`config.mk`:
```
export PLATFORM = sky130hd
export DESIGN_NAME = sensor_trimmed_mean_smoother
export DESIGN_NICKNAME = d
export VERILOG_FILES = /design/src/rtl/stms_pkg.sv /design/src/rtl/sensor_trimmed_mean_smoother.sv /design/src/rtl/stms_lane.sv /design/src/rtl/stms_div.sv
export SDC_FILE = /design/constraint.sdc
export NUM_CORES = 2
export LEC_CHECK = 0
export BUFFER_PORTS_ARGS = -buffer_cell sky130_fd_sc_hd__buf_4
export CAP_MARGIN = 30
export CORE_ASPECT_RATIO = 0.5
export CORE_MARGIN = 4
export CORE_UTILIZATION = 35
export CTS_CLUSTER_SIZE = 24
export DETAILED_ROUTE_END_ITERATION = 8
export PLACE_DENSITY = 0.52
export RECOVER_POWER = 25
export SYNTH_ARGS = -nofsm -noshare
export SYNTH_HDL_FRONTEND = slang
export SYNTH_SLANG_ARGS = --single-unit
```
`constraint.sdc`:
```
create_clock -name clk -period 5.68 [get_ports clk]
set_input_delay 0 -clock clk [delete_from_list [all_inputs] [get_ports clk]]
set_output_delay 0 -clock clk [all_outputs]
set_load 0.02 [all_outputs]
```
`src/rtl/stms_pkg.sv`:
```
// Shared constants, types and register codes of the trimmed-mean smoother.
package stms_pkg;

	localparam int WINDOW      = 5;
	localparam int CHANNELS    = 5;
	localparam int NUM_SAMPLES = 5;
	localparam int TRIM_TAPS   = 3;
	localparam int SAMPLE_W    = 12;
	localparam int CH_W        = 3;
	localparam int PCT_W       = 10;
	localparam int SAMPLE_MAX  = (1 << SAMPLE_W) - 1;

	localparam int TRIM_W  = $clog2(TRIM_TAPS * SAMPLE_MAX + 1);
	localparam int DIV     = TRIM_TAPS * WINDOW;
	localparam int SUM_W   = $clog2(DIV * SAMPLE_MAX + 1);
	localparam int PCT_SCALE = 100;
	localparam int NUM_W   = $clog2(PCT_SCALE * DIV * SAMPLE_MAX + 1);
	localparam int QW      = SAMPLE_W;
	localparam int CNT_W   = $clog2(QW + 1);
	localparam int CMP_W   = (NUM_W > SUM_W + QW) ? NUM_W : SUM_W + QW;

	// floor(sum / DIV) as (sum * SMO_RECIP) >> SMO_SHIFT, exact over the sum range
	localparam int SMO_SHIFT  = SUM_W + $clog2(DIV);
	localparam int RECIP_W    = SUM_W + 1;
	localparam int SMO_RECIP  = ((1 << SMO_SHIFT) + DIV - 1) / DIV;
	localparam int SMO_PROD_W = SUM_W + RECIP_W;

	localparam int CH_IDX_W   = (CHANNELS > 1) ? $clog2(CHANNELS) : 1;
	localparam int HEAD_W     = (WINDOW > 1) ? $clog2(WINDOW) : 1;
	localparam int LANE_IDX_W = $clog2(NUM_SAMPLES);

	localparam logic [CH_W-1:0] SLOPE_CH = 3'd4;

	localparam int LEVEL_MIN = 1;
	localparam int LEVEL_MAX = 100;
	localparam int SLOPE_SAT = 1000;

	// configuration register indexes
	localparam int CFG_IDX_W = 3;
	localparam logic [CFG_IDX_W-1:0] REG_MAX_LEVEL_CH0 = 3'd0;
	localparam logic [CFG_IDX_W-1:0] REG_MIN_LEVEL     = 3'd5;
	localparam int NUM_MAX_REGS = 5;

	typedef logic [NUM_SAMPLES-1:0][SAMPLE_W-1:0] sample_vec_t;

	typedef struct packed {
		logic is_min;
		logic is_max;
	} lane_flags_t;

endpackage

```
`src/rtl/sensor_trimmed_mean_smoother.sv`:
```
// Top level of the trimmed-mean smoother with min/max level normalization.
//
// Each input beat carries five 12-bit samples of one sensor channel. Five
// parallel lanes flag the lowest and highest sample (first equal sample wins
// the minimum, last equal sample the maximum), and a merge stage sums the
// remaining three into the trimmed sum as the beat is accepted. The trimmed
// sum replaces the oldest entry of that channel's circular window (WINDOW
// entries per channel, held in flip-flops cleared by reset) and the running
// window total is updated. smoothed_value is floor(total / (3*WINDOW)).
// Channels 0-3 report level_percent = floor(100*(avg-min)/(max-min)),
// clamped to 1..100; channel 4 reports the slope percent of the current
// trimmed mean, 0 when not positive and saturated at 1000. When a channel's
// max_level is not above min_level, calib_error is set and level_percent is
// 0 (the window is still updated). A channel above 4 changes no state and
// returns zeros with the channel echoed. The smoothed value comes from a
// reciprocal multiply by the constant 1/(3*WINDOW); the percent comes from a
// 12-step restoring divider. An accepted beat passes through ST_UPD, ST_PREP,
// ST_MUL and ST_DIV to ST_OUT; a channel that is out of range goes from
// ST_UPD straight to ST_OUT. One beat is in work at a time; in_ready rises
// again once the result sits in the output register, so the next beat can
// be taken while that result waits for out_ready. Configuration is a plain
// write port (index 0-4: max_level_ch0..4, index 5: min_level, others
// ignored); the user writes it only while the block is idle, which the
// block itself does not enforce.
module sensor_trimmed_mean_smoother (
	input  logic                              clk,
	input  logic                              arst_n,
	// configuration
	input  logic                              cfg_we,
	input  logic [stms_pkg::CFG_IDX_W-1:0]    cfg_index,
	input  logic [stms_pkg::SAMPLE_W-1:0]     cfg_wdata,
	// input channel
	input  logic                              in_valid,
	output logic                              in_ready,
	input  logic [stms_pkg::CH_W-1:0]         channel,
	input  logic [stms_pkg::SAMPLE_W-1:0]     sample_a,
	input  logic [stms_pkg::SAMPLE_W-1:0]     sample_b,
	input  logic [stms_pkg::SAMPLE_W-1:0]     sample_c,
	input  logic [stms_pkg::SAMPLE_W-1:0]     sample_d,
	input  logic [stms_pkg::SAMPLE_W-1:0]     sample_e,
	// output channel
	output logic                              out_valid,
	input  logic                              out_ready,
	output logic [stms_pkg::CH_W-1:0]         channel_out,
	output logic [stms_pkg::SAMPLE_W-1:0]     smoothed_value,
	output logic [stms_pkg::PCT_W-1:0]        level_percent,
	output logic                              calib_error
);
	import stms_pkg::*;

	typedef enum logic [2:0] {
		ST_IDLE,
		ST_UPD,
		ST_PREP,
		ST_MUL,
		ST_DIV,
		ST_OUT
	} state_t;

	state_t state_q;

	// ---------------- configuration registers ----------------
	logic [SAMPLE_W-1:0] max_level_q [NUM_MAX_REGS];
	logic [SAMPLE_W-1:0] min_level_q;

	always_ff @(posedge clk or negedge arst_n) begin
		if (!arst_n) begin
			for (int i = 0; i < NUM_MAX_REGS; i++) max_level_q[i] <= SAMPLE_W'(SAMPLE_MAX);
			min_level_q <= SAMPLE_W'(5);
		end else if (cfg_we) begin
			if (cfg_index < REG_MIN_LEVEL) begin
				max_level_q[cfg_index] <= cfg_wdata;
			end else if (cfg_index == REG_MIN_LEVEL) begin
				min_level_q <= cfg_wdata;
			end
		end
	end

	// ---------------- sample lanes and merge ----------------
	sample_vec_t smp;
	lane_flags_t flags [NUM_SAMPLES];
	logic [TRIM_W-1:0] trim_sum;

	assign smp = {sample_e, sample_d, sample_c, sample_b, sample_a};

	for (genvar g = 0; g < NUM_SAMPLES; g++) begin : g_lane
		stms_lane u_lane (
			.smp   (smp),
			.idx   (LANE_IDX_W'(g)),
			.flags (flags[g])
		);
	end

	always_comb begin
		trim_sum = '0;
		for (int i = 0; i < NUM_SAMPLES; i++) begin
			if (!flags[i].is_min && !flags[i].is_max) trim_sum = trim_sum + TRIM_W'(smp[i]);
		end
	end

	// ---------------- item registers ----------------
	logic [CH_W-1:0]     ch_q;
	logic [TRIM_W-1:0]   trim_q;
	logic [SUM_W-1:0]    sum_q;
	logic [SAMPLE_W-1:0] mx_q;
	logic                err_q;
	logic                nonpos_q;
	logic [SUM_W-1:0]    diff_q;
	logic [SUM_W-1:0]    den_q;
	logic                sat_q;
	logic [SAMPLE_W-1:0] smo_q;

	logic              ch_ok;
	logic              is_slope;
	logic [CH_IDX_W-1:0] ci;

	assign ch_ok    = (ch_q < CH_W'(CHANNELS)) && (ch_q <= SLOPE_CH);
	assign is_slope = (ch_q == SLOPE_CH);
	assign ci       = ch_q[CH_IDX_W-1:0];

	// ---------------- window store ----------------
	logic [TRIM_W-1:0] store_q [CHANNELS][WINDOW];
	logic [HEAD_W-1:0] head_q  [CHANNELS];
	logic [SUM_W-1:0]  sums_q  [CHANNELS];
	logic [TRIM_W-1:0] oldest;
	logic [SUM_W-1:0]  new_sum;
	logic              win_upd;

	assign oldest  = store_q[ci][head_q[ci]];
	assign new_sum = sums_q[ci] - SUM_W'(oldest) + SUM_W'(trim_q);
	assign win_upd = (state_q == ST_UPD) && ch_ok;

	always_ff @(posedge clk or negedge arst_n) begin
		if (!arst_n) begin
			for (int c = 0; c < CHANNELS; c++) begin
				head_q[c] <= '0;
				sums_q[c] <= '0;
				for (int w = 0; w < WINDOW; w++) store_q[c][w] <= '0;
			end
		end else if (win_upd) begin
			store_q[ci][head_q[ci]] <= trim_q;
			sums_q[ci] <= new_sum;
			head_q[ci] <= (head_q[ci] == HEAD_W'(WINDOW - 1)) ? '0 : head_q[ci] + 1'b1;
		end
	end

	// ---------------- numerator / denominator prep ----------------
	logic [SUM_W-1:0] mul_k;
	logic [SUM_W-1:0] base;
	logic [SUM_W-1:0] value;
	logic [NUM_W-1:0] num100;
	logic             sat;
	logic [SMO_PROD_W-1:0] smo_prod;

	assign mul_k  = is_slope ? SUM_W'(TRIM_TAPS) : SUM_W'(DIV);
	assign base   = mul_k * SUM_W'(min_level_q);
	assign value  = is_slope ? SUM_W'(trim_q) : sum_q;
	assign num100 = NUM_W'(diff_q) * NUM_W'(PCT_SCALE);
	assign sat    = CMP_W'(num100) >= (CMP_W'(den_q) << QW);

	// window total times the reciprocal of 3*WINDOW; the quotient sits above SMO_SHIFT
	assign smo_prod = SMO_PROD_W'(sum_q) * SMO_PROD_W'(SMO_RECIP);

	// ---------------- divider ----------------
	logic          div_start;
	logic          pct_done;
	logic [QW-1:0] pct_quot;

	assign div_start = (state_q == ST_MUL);

	stms_div u_div_pct (
		.clk    (clk),
		.arst_n (arst_n),
		.start  (div_start),
		.num    (num100),
		.den    (den_q),
		.done   (pct_done),
		.quot   (pct_quot)
	);

	// ---------------- result selection ----------------
	logic [PCT_W-1:0]    pct_res;
	logic [SAMPLE_W-1:0] smo_res;

	always_comb begin
		smo_res = smo_q;
		if (err_q) begin
			pct_res = '0;
		end else if (is_slope) begin
			if (nonpos_q)                                    pct_res = '0;
			else if (sat_q || pct_quot > QW'(SLOPE_SAT))     pct_res = PCT_W'(SLOPE_SAT);
			else                                             pct_res = pct_quot[PCT_W-1:0];
		end else begin
			if (nonpos_q)                                    pct_res = PCT_W'(LEVEL_MIN);
			else if (sat_q || pct_quot > QW'(LEVEL_MAX))     pct_res = PCT_W'(LEVEL_MAX);
			else if (pct_quot < QW'(LEVEL_MIN))              pct_res = PCT_W'(LEVEL_MIN);
			else                                             pct_res = pct_quot[PCT_W-1:0];
		end
		if (!ch_ok) begin
			pct_res = '0;
			smo_res = '0;
		end
	end

	// ---------------- control ----------------
	logic                out_valid_q;
	logic [CH_W-1:0]     channel_out_q;
	logic [SAMPLE_W-1:0] smoothed_q;
	logic [PCT_W-1:0]    percent_q;
	logic                calib_err_q;
	logic                out_free;

	assign out_free = !out_valid_q || out_ready;
	assign in_ready = (state_q == ST_IDLE);

	always_ff @(posedge clk or negedge arst_n) begin
		if (!arst_n) begin
			state_q     <= ST_IDLE;
			out_valid_q <= 1'b0;
		end else begin
			// a new result replaces the one taken in the same cycle
			if (state_q == ST_OUT && out_free) out_valid_q <= 1'b1;
			else if (out_valid_q && out_ready) out_valid_q <= 1'b0;
			unique case (state_q)
				ST_IDLE: begin
					if (in_valid) state_q <= ST_UPD;
				end
				ST_UPD: begin
					state_q <= ch_ok ? ST_PREP : ST_OUT;
				end
				ST_PREP: begin
					state_q <= ST_MUL;
				end
				ST_MUL: begin
					state_q <= ST_DIV;
				end
				ST_DIV: begin
					if (pct_done) state_q <= ST_OUT;
				end
				ST_OUT: begin
					if (out_free) state_q <= ST_IDLE;
				end
				default: state_q <= ST_IDLE;
			endcase
		end
	end

	// datapath registers, loaded as the item moves through the states
	always_ff @(posedge clk) begin
		if (state_q == ST_IDLE && in_valid) begin
			ch_q   <= channel;
			trim_q <= trim_sum;
		end
		if (state_q == ST_UPD) begin
			sum_q <= new_sum;
			mx_q  <= max_level_q[ch_q];
		end
		if (state_q == ST_PREP) begin
			err_q    <= (mx_q <= min_level_q);
			nonpos_q <= (value <= base);
			diff_q   <= value - base;
			den_q    <= mul_k * SUM_W'(mx_q - min_level_q);
			smo_q    <= smo_prod[SMO_SHIFT +: SAMPLE_W];
		end
		if (state_q == ST_MUL) begin
			sat_q <= sat;
		end
		if (state_q == ST_OUT && out_free) begin
			channel_out_q <= ch_q;
			smoothed_q    <= smo_res;
			percent_q     <= pct_res;
			calib_err_q   <= ch_ok && err_q;
		end
	end

	assign out_valid      = out_valid_q;
	assign channel_out    = channel_out_q;
	assign smoothed_value = smoothed_q;
	assign level_percent  = percent_q;
	assign calib_error    = calib_err_q;

endmodule

```
`src/rtl/stms_lane.sv`:
```
// One sample lane: decides whether its sample is the dropped minimum or maximum.
module stms_lane (
	input  stms_pkg::sample_vec_t              smp,
	input  logic [stms_pkg::LANE_IDX_W-1:0]    idx,
	output stms_pkg::lane_flags_t              flags
);
	import stms_pkg::*;

	logic [SAMPLE_W-1:0] own;

	assign own = smp[idx];

	// ties: min goes to the first equal lane, max to the last one
	always_comb begin
		flags.is_min = 1'b1;
		flags.is_max = 1'b1;
		for (int j = 0; j < NUM_SAMPLES; j++) begin
			if (LANE_IDX_W'(j) < idx) begin
				if (!(own < smp[j]))  flags.is_min = 1'b0;
				if (!(own >= smp[j])) flags.is_max = 1'b0;
			end else if (LANE_IDX_W'(j) > idx) begin
				if (!(own <= smp[j])) flags.is_min = 1'b0;
				if (!(own > smp[j]))  flags.is_max = 1'b0;
			end
		end
	end

endmodule

```
`src/rtl/stms_div.sv`:
```
// Restoring divider, one quotient bit per cycle; quotient must fit in QW bits.
module stms_div (
	input  logic                          clk,
	input  logic                          arst_n,
	input  logic                          start,
	input  logic [stms_pkg::NUM_W-1:0]    num,
	input  logic [stms_pkg::SUM_W-1:0]    den,
	output logic                          done,
	output logic [stms_pkg::QW-1:0]       quot
);
	import stms_pkg::*;

	logic [SUM_W-1:0] rem_q;
	logic [SUM_W-1:0] den_q;
	logic [QW-1:0]    numlo_q;
	logic [QW-1:0]    quot_q;
	logic [CNT_W-1:0] cnt_q;
	logic             run_q;
	logic             done_q;
	logic [SUM_W:0]   trial;
	logic             fits;

	assign trial = {rem_q, numlo_q[QW-1]};
	assign fits  = trial >= {1'b0, den_q};

	always_ff @(posedge clk or negedge arst_n) begin
		if (!arst_n) begin
			run_q  <= 1'b0;
			done_q <= 1'b0;
			cnt_q  <= '0;
		end else begin
			done_q <= 1'b0;
			if (start) begin
				run_q <= 1'b1;
				cnt_q <= CNT_W'(QW);
			end else if (run_q) begin
				cnt_q <= cnt_q - 1'b1;
				if (cnt_q == CNT_W'(1)) begin
					run_q  <= 1'b0;
					done_q <= 1'b1;
				end
			end
		end
	end

	always_ff @(posedge clk) begin
		if (start) begin
			rem_q   <= SUM_W'(num >> QW);
			numlo_q <= num[QW-1:0];
			den_q   <= den;
			quot_q  <= '0;
		end else if (run_q) begin
			rem_q   <= fits ? SUM_W'(trial - {1'b0, den_q}) : SUM_W'(trial);
			numlo_q <= numlo_q << 1;
			quot_q  <= {quot_q[QW-2:0], fits};
		end
	end

	assign done = done_q;
	assign quot = quot_q;

endmodule
```
==> impl_metrics.csv <==
group,metric,value,unit
outcome,status,"complete, but fails checks",
outcome,violations,"max-capacitance violations, max-slew violations, negative setup slack",
power,p_total,21.0,mW
sta,slew_headroom,-0.997,
clocking,root_buffer,"clkbuf_16",
yosys,synth_flop_cell,"dfrtp_1",
yosys,synthArstFlopShare,0.754,
placement,post-place-ws,-2010,ps
detailed_routing,initialDrtViolationCount,1963,
floorplanning,die_x,514,µm
clocking,clock_latency,660,ps
clocking,clock-sinks,699,
setup_path,worstSetupStartpoint,"sample_a[6]",
placement,place_area,0.0504,mm²
finish,fin_util,0.427,
sta,layout_setup_ws,-1080,ps
yosys,ys_types,91,
floorplanning,design.core.area,0.127,mm²
setup_path,reg2reg_from,"ch_q[1]",
finish,final_cell_area,0.0541,mm²
yosys,synth_common_cells,"465 x dfrtp_1, 458 x mux2_2, 430 x ha_1",
finish,final_cells,6400,
sta,hold_viol_final,0,
power,p_leak,24.7,nW
yosys,netlist_instances,4216,
placement,port_buffers,110,
setup_path,cp_slowest_cell,"or4_4",
grt,grt_overflow,0,
detailed_routing,wl_met1,56400,µm
floorplanning,io_pins,111,
grt,grt_first_pass_wirelength,198000,µm
sta,finalCritPeriodShare,1.19,
grt,antenna_found_initial,4,
setup_path,reg2reg_slack,30,ps
setup_path,crit_end,"trim_q[11]",
finish,fin_nets,5253,
sta,worstMarginPinSlew,3000,ps
sta,slew_violations,432,
finish,layout-drive-gt1-share,0.284,
setup_path,reg2regPathDepth,18,
worst_hold_path,min_path_type,"input pin to flip-flop",
sta,whs,79.0,ps
detailed_routing,wl_met3,5340,µm
finish,antenna_cells,0,
detailed_routing,vias,33538,
grt,grt_pass1_vias,34797,
finish,area_delta_synth_final,20.5,%
grt,grt_max_degree,145,
yosys,synth_area,0.0449,mm²
sta,skew,25.7,ps
yosys,synth_edf_count,155,
setup_path,cp-start-kind,"input pin",
yosys,synth_seq_cells,699,
setup_path,r2r_end,"sums_q[46]",
floorplanning,start_util,0.354,
power,power_per_cell_area,388,mW/mm²
worst_hold_path,hp-start,"sample_d[0]",
run,cap_viol_max_count,4,
setup_path,path_class,"input pin to flip-flop",
detailed_routing,drc,0,
sta,setup_viol,7,
setup_path,worst_path_largest_cell_delay,510,ps
setup_path,arrival,7180,ps
yosys,synthTopCellsByArea,"dfrtp_1 26%, ha_1 12%, mux2_2 11%, edfxtp_1 10%, fa_1 4.1%",
detailed_routing,drt-total-wl,126000,µm
yosys,synth_nets,4822,
sta,rsz0062_at_grt,"yes",
detailed_routing,ant_nets,0,
clocking,cts_buffer_depth,3,
placement,place_congestion,0.892,
yosys,synth_top_area_share,0.259,
clocking,h-tree-depth,3,
clocking,numCtsBuffers,74,
sta,finalSetupTns,-4620,ps
sta,final.min_clock_period,6760,ps
detailed_routing,dr.pass1.iters,5,
floorplanning,die_y,261,µm
yosys,avgSynthCellArea,10.6,µm²
setup_path,endpoint_kind,"flip-flop",
clocking,clkSlewWorstSetupHoldPaths,60,ps
placement,dp.cells,6210,
setup_path,crit_fanout,4,
floorplanning,rows,92,
floorplanning,fp.dieArea,0.134,mm²
sta,clock.fmax,0.148,GHz
yosys,yosys_warnings,0,
detailed_routing,highest_layer,"met4",
placement,hpwl,91500,µm
detailed_routing,vias_per_cell,5.24,
grt,grt_usage,0.187,
detailed_routing,wl_per_cell,19.7,µm
power,peakVddDrop,0.447,mV
detailed_routing,wl_met2,59500,µm
yosys,post-synth-top-count-cell,"dfrtp_1",
yosys,post-synth-top-area-cell,"dfrtp_1",
setup_path,crit_required,6090,ps
setup_path,crit_top_cell,"buf_4",
clocking,tritoncts,"yes",
yosys,ys_seq_area_frac,0.407,
## power breakdown
part           switching [mW]  internal [mW]
sequential             0.0792           5.75
combinational            5.01           5.30
clock                    2.12           2.75
total                    7.21           13.8
## critical path, delay by kind of cell
family                   cells  cell delay, ps
buffers and inverters        8             920
XOR/XNOR                     3             360
AO/OA/AOI/OAI               10            1410
multiplexers                 3             660
adder cells (fa/ha/maj)      6            1610
AND/OR/NAND/NOR             12            2200
## how the worst min path moves through the flow
| stage | end | slack [ps] | depth (start not counted) |
|---|---|---|---|
| detailed placement | min_level_q[11] | 170 | 1 |
| global route | ch_q[0] | 60 | 2 |
| global placement | min_level_q[11] | 150 | 1 |
| CTS | ch_q[2] | 20 | 2 |
| finish | trim_q[0] | 80 | 5 |
| floorplan | head_q[0] | -300 | 0 |
## logic make-up (layout without fill, tap and decap cells)
family | count (synthesis) | after routing | share of synthesized area
compound gates | 915 | 915 | 0.134
xor+xnor | 138 | 138 | 0.0271
fa+ha+maj | 523 | 523 | 0.161
buf+inv | 534 | 1026 | 0.0461
flops | 699 | 699 | 0.407
mux | 515 | 515 | 0.133
simple gates | 892 | 892 | 0.0915
## layout make-up
type                       instances  area [µm²]
clock buffer                     109        2120
clock inverter                    28         307
fill                           12099       72500
inverter                         346        1320
multi-input combinational       2983       25600
sequential                       699       18300
tap                             1692        2120
timing repair buffer             543        4340
## per-layer routing
| metal | global-route usage | vias up |
|---|---|---|
| li1 | - | 15979 |
| met1 | 0.244 | 16692 |
| met2 | 0.314 | 670 |
| met3 | 0.0296 | 197 |
| met4 | 0.0675 | 0 |
| met5 | 0 | - |
## state kept, by name, indices dropped and copies added (netlist names), 14 cells and up
register,cells
u_div_pct.den_q,16
diff_q,16
sums_q,80
sum_q,16
den_q,16
trim_q,14
store_q,350
head_q,15
max_level_q,60
u_div_pct.rem_q,16
## layout by cell type, fill, tap and decap left out, types with 34 or more instances in the layout
cell type  count
clkbuf_16     76
buf_4        437
nand3_1       35
a21o_1        38
inv_1        318
nor2b_1       47
edfxtp_1     155
o21ai_0      220
fa_1          89
ha_4          34
nand4_1       37
mux2_2       449
nand2_1      383
dfstp_2       62
xor2_1        38
xnor2_1       91
ha_1         391
nor3_1        58
a22oi_1      173
dfrtp_1      465
o22ai_1       63
nor2_1       176
clkbuf_1      57
a21oi_1      147
## repair_timing
action	CTS	global route
pin swaps	54	51
cloned	0	0
hold buffers	29	0
endpoints found under the setup margin	14	33
hold endpoints to repair	196	0
gates resized for setup	97	104
setup buffers	11	14
Note: power is estimated with default switching activity, not from simulation.
